===== config.mk =====
export PLATFORM = sky130hd
export DESIGN_NAME = touch_double_tap_detector
export DESIGN_NICKNAME = d
export VERILOG_FILES = /design/src/rtl/core/tdtd_pkg.sv /design/src/rtl/core/tdtd_decide.sv /design/src/rtl/core/touch_double_tap_detector.sv
export SDC_FILE = /design/constraint.sdc
export NUM_CORES = 1
export LEC_CHECK = 0
export BUFFER_PORTS_ARGS = -buffer_cell sky130_fd_sc_hd__buf_2
export CELL_PAD_IN_SITES_DETAIL_PLACEMENT = 0
export CELL_PAD_IN_SITES_GLOBAL_PLACEMENT = 2
export CORE_ASPECT_RATIO = 0.8
export CORE_UTILIZATION = 44
export DETAILED_ROUTE_END_ITERATION = 16
export PLACE_DENSITY_LB_ADDON = 0.1
export SLEW_MARGIN = 20
export SYNTH_ARGS = -nofsm -noshare
export SYNTH_HDL_FRONTEND = slang
export SYNTH_HIERARCHICAL = 1
export SYNTH_SLANG_ARGS = --single-unit

===== constraint.sdc =====
create_clock -name clk -period 14.53 [get_ports clk]
set_input_delay 2.906 -clock clk [delete_from_list [all_inputs] [get_ports clk]]
set_output_delay 2.906 -clock clk [all_outputs]
set_load 0.03 [all_outputs]

===== src/rtl/core/tdtd_pkg.sv =====
// shared types, codes and reset values for the touch double tap detector
package tdtd_pkg;

    // gesture kinds carried on the input tuser
    typedef enum logic [1:0] {
        OP_PRESS   = 2'd0,
        OP_SWIPE   = 2'd1,
        OP_RELEASE = 2'd2,
        OP_OTHER   = 2'd3
    } op_t;

    // result codes
    typedef enum logic [2:0] {
        OUT_IGNORED   = 3'd0,
        OUT_PRESS     = 3'd1,
        OUT_SWIPE     = 3'd2,
        OUT_REJECTED  = 3'd3,
        OUT_GAP_SHORT = 3'd4,
        OUT_ARMED     = 3'd5,
        OUT_WAKE      = 3'd6
    } outcome_t;

    // configuration register indexes
    localparam int unsigned CFG_ADDR_W = 3;
    localparam int unsigned CFG_DATA_W = 16;
    localparam logic [CFG_ADDR_W-1:0] CFG_TAP_MIN_HOLD  = 3'd0;
    localparam logic [CFG_ADDR_W-1:0] CFG_TAP_MAX_HOLD  = 3'd1;
    localparam logic [CFG_ADDR_W-1:0] CFG_WAKE_COOLDOWN = 3'd2;
    localparam logic [CFG_ADDR_W-1:0] CFG_GAP_MIN       = 3'd3;
    localparam logic [CFG_ADDR_W-1:0] CFG_GAP_MAX       = 3'd4;

    // configuration reset values
    localparam logic [CFG_DATA_W-1:0] TAP_MIN_HOLD_RST  = 16'd30;
    localparam logic [CFG_DATA_W-1:0] TAP_MAX_HOLD_RST  = 16'd400;
    localparam logic [CFG_DATA_W-1:0] WAKE_COOLDOWN_RST = 16'd2000;
    localparam logic [CFG_DATA_W-1:0] GAP_MIN_RST       = 16'd80;
    localparam logic [CFG_DATA_W-1:0] GAP_MAX_RST       = 16'd500;

    localparam int unsigned STAMP_W = 32;
    localparam logic [STAMP_W-1:0] STAMP_NONE = '0;

    // payload widths on the stream ports
    localparam int unsigned S_DATA_W = 40;
    localparam int unsigned M_DATA_W = 8;

    typedef struct packed {
        logic [CFG_DATA_W-1:0] tap_min_hold_ms;
        logic [CFG_DATA_W-1:0] tap_max_hold_ms;
        logic [CFG_DATA_W-1:0] wake_cooldown_ms;
        logic [CFG_DATA_W-1:0] gap_min_ms;
        logic [CFG_DATA_W-1:0] gap_max_ms;
    } cfg_t;

    typedef struct packed {
        logic               pressed;
        logic               swiped;
        logic [STAMP_W-1:0] press_stamp;
        logic [STAMP_W-1:0] first_tap_stamp;
        logic [STAMP_W-1:0] last_wake_stamp;
    } tap_state_t;

endpackage


===== src/rtl/core/tdtd_decide.sv =====
// one event's decision: outcome code and next gesture state
module tdtd_decide (
    input  tdtd_pkg::cfg_t                  cfg,
    input  tdtd_pkg::tap_state_t            st,
    input  tdtd_pkg::op_t                   op,
    input  logic [tdtd_pkg::STAMP_W-1:0]    stamp_ms,
    input  logic                            busy_req,
    output tdtd_pkg::tap_state_t            st_next,
    output tdtd_pkg::outcome_t              outcome
);
    import tdtd_pkg::*;

    logic [STAMP_W-1:0] held;
    logic [STAMP_W-1:0] since_wake;
    logic [STAMP_W-1:0] gap;
    logic               hold_bad;
    logic               in_cooldown;
    logic               reject;
    logic               gap_short;
    logic               gap_long;

    // wrapping time differences and window checks
    always_comb
    begin
        held        = stamp_ms - st.press_stamp;
        since_wake  = stamp_ms - st.last_wake_stamp;
        gap         = stamp_ms - st.first_tap_stamp;
        hold_bad    = (held < {16'd0, cfg.tap_min_hold_ms})
                   || (held > {16'd0, cfg.tap_max_hold_ms});
        in_cooldown = (st.last_wake_stamp != STAMP_NONE)
                   && (since_wake < {16'd0, cfg.wake_cooldown_ms});
        reject      = !st.pressed || st.swiped || hold_bad || busy_req || in_cooldown;
        gap_short   = gap < {16'd0, cfg.gap_min_ms};
        gap_long    = gap > {16'd0, cfg.gap_max_ms};
    end

    // event handling
    always_comb
    begin
        st_next = st;
        outcome = OUT_IGNORED;
        case (op)
            OP_PRESS:
            begin
                st_next.pressed     = 1'b1;
                st_next.swiped      = 1'b0;
                st_next.press_stamp = stamp_ms;
                outcome             = OUT_PRESS;
            end
            OP_SWIPE:
            begin
                st_next.swiped = 1'b1;
                outcome        = OUT_SWIPE;
            end
            OP_RELEASE:
            begin
                st_next.pressed = 1'b0;
                st_next.swiped  = 1'b0;
                if (reject)
                begin
                    st_next.first_tap_stamp = STAMP_NONE;
                    outcome                 = OUT_REJECTED;
                end
                else if (st.first_tap_stamp != STAMP_NONE && !gap_short && !gap_long)
                begin
                    st_next.first_tap_stamp = STAMP_NONE;
                    st_next.last_wake_stamp = stamp_ms;
                    outcome                 = OUT_WAKE;
                end
                else if (st.first_tap_stamp != STAMP_NONE && gap_short)
                begin
                    outcome = OUT_GAP_SHORT;
                end
                else
                begin
                    st_next.first_tap_stamp = stamp_ms;
                    outcome                 = OUT_ARMED;
                end
            end
            default:
            begin
                outcome = OUT_IGNORED;
            end
        endcase
    end

endmodule


===== src/rtl/core/touch_double_tap_detector.sv =====
// top level: stream ports, config registers, event pipeline and result register
// path: each event is held in the input register, then in the result register
// throughput: one event per cycle while the result port is not stalled; the decision is combinational
// the input stage accepts a new event while a finished result waits at the output, if the input register is empty
// reset: async active low; config returns to defaults, gesture state and stamps clear
// to zero (no press, no armed tap, no previous wake), both stages empty
module touch_double_tap_detector (
    input  logic                              clk,
    input  logic                              rst_n,
    // configuration write port
    input  logic                              cfg_we,
    input  logic [tdtd_pkg::CFG_ADDR_W-1:0]   cfg_addr,
    input  logic [tdtd_pkg::CFG_DATA_W-1:0]   cfg_wdata,
    // input events
    input  logic                              s_axis_tvalid,
    output logic                              s_axis_tready,
    input  logic [tdtd_pkg::S_DATA_W-1:0]     s_axis_tdata,  // [31:0] stamp_ms, [32] busy_req
    input  logic [1:0]                        s_axis_tuser,  // [1:0] op
    // results
    output logic                              m_axis_tvalid,
    input  logic                              m_axis_tready,
    output logic [tdtd_pkg::M_DATA_W-1:0]     m_axis_tdata   // [0] wake, [3:1] outcome
);
    import tdtd_pkg::*;

    cfg_t               cfg_reg;
    tap_state_t         st_reg;
    tap_state_t         st_next;
    outcome_t           outcome;

    logic               in_valid_reg;
    op_t                in_op_reg;
    logic [STAMP_W-1:0] in_stamp_reg;
    logic               in_busy_reg;

    logic               out_valid_reg;
    logic               out_wake_reg;
    outcome_t           out_outcome_reg;

    logic               out_load;
    logic               s_accept;

    // configuration registers
    always_ff @(posedge clk or negedge rst_n)
    begin
        if (!rst_n)
        begin
            cfg_reg.tap_min_hold_ms  <= TAP_MIN_HOLD_RST;
            cfg_reg.tap_max_hold_ms  <= TAP_MAX_HOLD_RST;
            cfg_reg.wake_cooldown_ms <= WAKE_COOLDOWN_RST;
            cfg_reg.gap_min_ms       <= GAP_MIN_RST;
            cfg_reg.gap_max_ms       <= GAP_MAX_RST;
        end
        else if (cfg_we)
        begin
            case (cfg_addr)
                CFG_TAP_MIN_HOLD:  cfg_reg.tap_min_hold_ms  <= cfg_wdata;
                CFG_TAP_MAX_HOLD:  cfg_reg.tap_max_hold_ms  <= cfg_wdata;
                CFG_WAKE_COOLDOWN: cfg_reg.wake_cooldown_ms <= cfg_wdata;
                CFG_GAP_MIN:       cfg_reg.gap_min_ms       <= cfg_wdata;
                CFG_GAP_MAX:       cfg_reg.gap_max_ms       <= cfg_wdata;
                default:           cfg_reg                  <= cfg_reg;
            endcase
        end
    end

    // handshake: result register frees up when empty or drained
    assign out_load      = in_valid_reg && (!out_valid_reg || m_axis_tready);
    assign s_axis_tready = !in_valid_reg || out_load;
    assign s_accept      = s_axis_tvalid && s_axis_tready;

    // input register
    always_ff @(posedge clk or negedge rst_n)
    begin
        if (!rst_n)
        begin
            in_valid_reg <= 1'b0;
        end
        else if (s_axis_tready)
        begin
            in_valid_reg <= s_axis_tvalid;
        end
    end

    always_ff @(posedge clk)
    begin
        if (s_accept)
        begin
            in_op_reg    <= op_t'(s_axis_tuser);
            in_stamp_reg <= s_axis_tdata[STAMP_W-1:0];
            in_busy_reg  <= s_axis_tdata[STAMP_W];
        end
    end

    // decision logic
    tdtd_decide u_decide (
        .cfg      (cfg_reg),
        .st       (st_reg),
        .op       (in_op_reg),
        .stamp_ms (in_stamp_reg),
        .busy_req (in_busy_reg),
        .st_next  (st_next),
        .outcome  (outcome)
    );

    // gesture state, updated as each event moves to the result register
    always_ff @(posedge clk or negedge rst_n)
    begin
        if (!rst_n)
        begin
            st_reg <= '0;
        end
        else if (out_load)
        begin
            st_reg <= st_next;
        end
    end

    // result register
    always_ff @(posedge clk or negedge rst_n)
    begin
        if (!rst_n)
        begin
            out_valid_reg <= 1'b0;
        end
        else if (out_load)
        begin
            out_valid_reg <= 1'b1;
        end
        else if (m_axis_tready)
        begin
            out_valid_reg <= 1'b0;
        end
    end

    always_ff @(posedge clk)
    begin
        if (out_load)
        begin
            out_wake_reg    <= (outcome == OUT_WAKE);
            out_outcome_reg <= outcome;
        end
    end

    assign m_axis_tvalid = out_valid_reg;
    assign m_axis_tdata  = {4'd0, out_outcome_reg, out_wake_reg};

endmodule

[Word level (Yosys, flattened, before mapping)]
Cells that the tools add are included.
Storage, ports and cells
  output and inout port bits: 10
  logic and storage cells: 81
  input port bits: 66
  bits in registers: 219
Cells by class
  order comparisons: 5
  mux-type cells: 11
  equality and inequality tests: 8
  bitwise gates (word level): 1
  reductions and logical operators: 36
  $add $sub $neg: 3
Operators with widths (number)
  32-bit by 16-bit less-than comparator with 1-bit output: 3
  32-bit 2-to-1 mux: 3
  32-bit subtractor: 3
  32-bit by 16-bit > comparator with 1-bit output: 2
  32-bit nonzero test: 2
  2-bit AND reduction: 8
  3-bit one-hot mux with 3 select lines: 1
  1-bit logical OR: 7
  3-bit by 2-bit == test with 1-bit output, second input constant: 2
  3-bit == test, second input constant: 2
  1-bit logical AND: 6
  2-bit nonzero test: 3
  1-bit logical NOT: 5
  1-bit one-hot mux with 2 select lines: 2
  4-bit AND reduction: 1
  3-bit by 1-bit == test with 1-bit output, second input constant: 1
  3-bit logical NOT: 1
  1-bit 2-to-1 mux: 3
  3-bit 2-to-1 mux: 1
  3-bit by 1-bit inequality test with 1-bit output, second input constant: 1
  3-bit AND reduction: 1
  2-bit by 1-bit == test with 1-bit output, second input constant: 1
  2-bit == test, second input constant: 1
  2-bit logical NOT: 1
  other kinds (3): 3

[Longest topological paths before layout]
  depth after elaboration: 9
  depth in mapped cells: 25
  mapped depth without buffers: 24

[Modules after synthesis]
Netlist, hierarchy kept.
Modules (own cells, without submodules)
  tdtd_decide: sequential area each 0.0 um2, cells each 1448, times used 1, area each 9748.1 um2
  touch_double_tap_detector: sequential area each 5701.7 um2, cells each 435, times used 1, area each 8007.7 um2

[Least setup slack after synthesis]
Ideal clock, no wire load.
  kind: input to output
  from: in m_axis_tready
  to: out s_axis_tready
  cell stages on the path: 1
  slack: 8372 ps
  arrival time: 3252 ps
  data required time: 11624 ps
  cell sequence: nand3b_1
On the way
  longest elaborated chain between the ends: 3
Ends and longest elaborated chain
  start: declaration: RTL line touch_double_tap_detector.sv:21  | input logic m_axis_tready,
  1-bit logical OR: RTL line touch_double_tap_detector.sv:68  | assign out_load = in_valid_reg && (!out_valid_reg || m_axis_tready);
  1-bit logical AND: RTL line touch_double_tap_detector.sv:68
  1-bit logical OR: RTL line touch_double_tap_detector.sv:69  | assign s_axis_tready = !in_valid_reg || out_load;
  end: declaration: RTL line touch_double_tap_detector.sv:16  | output logic s_axis_tready,
Every way passes these cells.

[Worst setup path in the final report]
  from: reg in_stamp_reg[0]
  to: reg st_reg[18] in the netlist's numbering
On the way
  longest elaborated chain between the ends: 8
  elaborated cells between the ends (all ways): 19
  classes of those cells: add/sub: 3; order compare: 5; bitwise: 1; reduce/logical: 10
Ends and longest elaborated chain
  start: declaration: RTL line touch_double_tap_detector.sv:33  | logic [STAMP_W-1:0] in_stamp_reg;
  start signal: assignment: RTL line touch_double_tap_detector.sv:90  | in_stamp_reg <= s_axis_tdata[STAMP_W-1:0];
  32-bit subtractor: RTL line tdtd_decide.sv:25  | held = stamp_ms - st.press_stamp;
  32-bit by 16-bit less-than comparator with 1-bit output / 32-bit by 16-bit > comparator with 1-bit output (equally long branches): RTL line tdtd_decide.sv:28, tdtd_decide.sv:29
  1-bit logical OR: RTL line tdtd_decide.sv:29  | || (held > {16'd0, cfg.tap_max_hold_ms});
  1-bit logical OR (3 in a row): RTL line tdtd_decide.sv:32  | reject = !st.pressed || st.swiped || hold_bad || busy_req || in_cooldown;
  1-bit NOT (no source line)
  4-bit AND reduction (no source line) *
  end signal: assignment: RTL line touch_double_tap_detector.sv:115  | st_reg <= st_next;
  end: declaration: RTL line touch_double_tap_detector.sv:27  | tap_state_t st_reg;
Mark *: on every way between the ends. The rest lies on a longest branch, timed or not.
A chain may end at the register's enable or synchronous reset.

==> impl_metrics.ini <==
[outcome]
outcome = completed

[placed_design]
dp_hpwl_um = 40740
routabilityCongestion = 0.9097
place_inst = 2428
placement.io_buffers = 64
dp_worst_setup_slack_ns = 7.074

[critical_path]
critPathMaxFanout = 32
reg2reg_depth = 20
crit_end = st_reg[18]$_DFFE_PN0P_
cp-start-kind = register
critical_path_arrival_ns = 7.99
crit_path_frequent_cell = nand4_1
critPathLaunch = in_stamp_reg[0]$_DFFE_PP_
regToRegStartpoint = in_stamp_reg[0]$_DFFE_PP_
worstPathCellList = inv_1, ha_1, fa_1, nor2b_1, o211ai_1, a211oi_1, o41ai_2, xnor2_1, ha_1, nand4_1, or4_1, nor3_1, nor2_1, nor4_1, nand4_1, nor4_2, nand4_1, or3_2, mux2_4, mux2_2
reg2reg_setup_slack_ns = 6.96
worst_setup_path_end_kind = register
path_class = reg -> reg
worst_r2r_endpoint = st_reg[18]$_DFFE_PN0P_
crit_path_max_incr_delay_ns = 0.95
worst_path_required_time_ns = 14.95
crit_slowest_cell = or3_2

[route]
firstDrtPassIters = 7
wl_per_cell_um = 20.68
avgViaCountPerCell = 5.758
drt-initial-drc-count = 986
drt_drc_violations_left = 0
dr_total_vias = 14250
antenna_left = 0
postRouteWirelength_um = 51190

[cts]
tritoncts = yes
cts-root-buf = clkbuf_16
clock_sink_count = 219
cts_setup_buffers = 0
numCtsBuffers = 25
clkSlewWorstSetupHoldPaths_ns = 0.06
post_cts_resized = 0
cts-root-to-sink-buffers = 3
hold_fix_buffer_count_after_cts = 0
clock_latency_ns = 0.55
htree_levels = 1

[die]
initial_core_utilization_pct = 44.83
die_footprint_um2 = 41170
rows = 65
floorplan.io_pins = 76
core_region_area_um2 = 39610
floorplan.die.height_um = 181.7
die_width_um = 226.6

[synth]
synth_top_flop_cell = dfrtp_1
post_syn_area_per_cell_um2 = 9.430
synth_seq_cells = 219
synth-async-reset-ratio_pct = 82.19
syn_area_um2 = 17760
synth.yosys.seq_area_share_pct = 32.11
number_of_synthesis_warnings = 6
post_synth_num_cell_types = 93
netlist_instances = 1883
count_of_flip_flops_with_a_built_in_enable_after_synthesis = 39

[layout]
largest_register_ff_count = 98
final.fill_count = 3849
layout.nets = 2158
finalNonFillerCells = 2475
drive_gt1_share_pct = 19.51
synthToLayoutAreaGrowth_pct = 8.245

[global_routing]
grt_max_degree = 79
grt_resource_usage_total_pct = 25.30
grt_antenna_before_repair = 2
via_count_of_the_first_global_routing_pass = 14124
overflow = 0
grt_pass1_wl_um = 80530

[sta]
grt_setup_unrepaired = no
whs_ns = 0.5030
post-route-period-util_pct = 52.13
finalHoldViolations = 0
max-slew-margin-rel_pct = 25.51
clock_skew_ns = 0.02249
setup_violations = 0
fmax_mhz = 132.0
worst_slew_pin_slew_ns = 1.117
final.min_clock_period_ns = 7.575
final-max-slew-violation-count = 0
final_sum_of_negative_setup_slack_ns = 0
setup_ws_ns = 6.955

[pwr]
power_density_nw_per_um2 = 134.4
final_total_power_mw = 2.584
irDropWorstVdd_mv = 0.1071
p_leak_nw = 8.501

[worst_hold_path]
hp-class = reg -> reg

[flow_run]
max_cap_violations = 0
## area by class of cell
cell class | count | area, um2 | area share, %
clock buffer | 29 | 670.6 | 3.489
inverter | 193 | 724.4 | 3.769
sequential | 219 | 5702 | 29.67
antenna | 2 | 5.005 | 0.02604
multi-input combinational | 1407 | 10960 | 57.04
clock inverter | 16 | 87.58 | 0.4557
tap | 536 | 670.6 | 3.489
timing repair buffer | 73 | 396.6 | 2.064
## routing by layer
layer | GRT usage [%] | share of wire, % | up-vias
met3 | 3.463 | 4.6 | 42
met2 | 38.70 | 43 | 244
li1 | - | - | 6968
met4 | 3.784 | 1.3 | 0
met1 | 38.35 | 51 | 6996
met5 | 0 | 0 | -
## worst max-delay path, delay by kind of cell, from the launching register on
kind / cells / cell delay, ns
compound gates: 3 / 1.43
xor+xnor: 1 / 0.29
fa+ha+maj: 3 / 0.80
buf+inv: 1 / 0.24
flops: 1 / 0.51
mux: 2 / 0.73
simple gates: 10 / 3.42
## metrics by stage
stage / cell area [um2] / utilization (%)
global route: 19210 / 48.51
floorplan: 17770 / -
global placement: 18450 / 46.58
CTS: 19210 / 48.51
detailed placement: 18460 / 46.60
finish: 19220 / 48.53
## report_power, final
group,switching [mW],total [mW],internal (mW)
logic,0.711,1.19,0.481
registers,0.0657,0.800,0.735
clock network,0.263,0.592,0.329
## cell usage in the layout (no fill, tap or decap), types with 7 or more instances in the layout
| cell | instances |
|---|---|
| edfxtp_1 | 39 |
| a211oi_1 | 12 |
| inv_1 | 193 |
| nor2_1 | 86 |
| and3_1 | 9 |
| o21a_1 | 28 |
| ha_1 | 170 |
| dfrtp_1 | 159 |
| nand2b_1 | 16 |
| nand3_1 | 27 |
| and4_1 | 9 |
| mux2_4 | 29 |
| xor2_1 | 28 |
| nor2b_1 | 16 |
| nor3_1 | 12 |
| buf_4 | 9 |
| mux2i_1 | 9 |
| a21o_1 | 42 |
| mux2_2 | 184 |
| o21bai_1 | 12 |
| buf_2 | 63 |
| or3_1 | 7 |
| nor4_1 | 29 |
| dfstp_2 | 21 |
| xnor2_1 | 34 |
| nand2_1 | 147 |
| a22o_1 | 33 |
| a31oi_1 | 18 |
| o211ai_1 | 15 |
| o21ai_0 | 105 |
| clkinv_2 | 9 |
| a21oi_1 | 131 |
| clkbuf_16 | 25 |
| or4_1 | 16 |
| and2_1 | 10 |
| nand4_1 | 47 |
## Yosys cell counts, types with 9 or more instances
| library cell | count | area [um2] |
|---|---|---|
| a21oi_1 | 132 | 660.6 |
| o21bai_1 | 12 | 90.09 |
| nand2b_1 | 16 | 100.1 |
| a21o_1 | 42 | 315.3 |
| mux2_2 | 184 | 2072 |
| nor2b_1 | 16 | 100.1 |
| a31oi_1 | 18 | 112.6 |
| xnor2_1 | 34 | 297.8 |
| and2_1 | 11 | 68.82 |
| or4_1 | 16 | 120.1 |
| clkbuf_1 | 33 | 123.9 |
| inv_1 | 193 | 724.4 |
| mux2i_1 | 9 | 90.09 |
| ha_1 | 170 | 2127 |
| nand2_1 | 147 | 551.8 |
| and4_1 | 9 | 78.83 |
| edfxtp_1 | 39 | 1171 |
| mux2_4 | 29 | 435.4 |
| o21ai_0 | 105 | 525.5 |
| nand3_1 | 27 | 135.1 |
| dfrtp_1 | 159 | 3979 |
| nor3_1 | 12 | 60.06 |
| nor4_1 | 29 | 181.4 |
| nor2_1 | 87 | 326.6 |
| a211oi_1 | 12 | 90.09 |
| and3_1 | 9 | 56.30 |
| xor2_1 | 28 | 245.2 |
| dfstp_2 | 21 | 551.8 |
| buf_2 | 17 | 85.08 |
| o21a_1 | 28 | 210.2 |
| nand4_1 | 47 | 294.0 |
| a22o_1 | 33 | 289.0 |
| o211ai_1 | 15 | 112.6 |
## cell families (layout without fill, tap and decap cells)
family	count (synthesis)	after routing	synth area share, %
AO/OA/AOI/OAI	482	482	17.88
XOR/XNOR	62	62	3.058
adder cells (fa/ha/maj)	173	173	12.32
buffers and inverters	260	311	6.377
flip-flops	219	219	32.11
multiplexers	222	222	14.63
other	1	6	0.02112
AND/OR/NAND/NOR	464	464	13.61
## worst min-delay path by stage
| stage | to | slack, ns | start | cells after the start |
|---|---|---|---|---|
| floorplan | cfg_reg[64]$_DFFE_PN0P_ | 0.47 | cfg_reg[64]$_DFFE_PN0P_ | 1 |
| global placement | st_reg[68]$_DFFE_PN0P_ | 0.49 | st_reg[68]$_DFFE_PN0P_ | 1 |
| detailed placement | st_reg[76]$_DFFE_PN0P_ | 0.49 | st_reg[76]$_DFFE_PN0P_ | 1 |
| CTS | st_reg[76]$_DFFE_PN0P_ | 0.51 | st_reg[76]$_DFFE_PN0P_ | 1 |
| global route | cfg_reg[74]$_DFFE_PN0P_ | 0.51 | cfg_reg[74]$_DFFE_PN0P_ | 1 |
| finish | st_reg[93]$_DFFE_PN0P_ | 0.50 | st_reg[93]$_DFFE_PN0P_ | 1 |
Note: power is estimated with default switching activity, not from simulation.
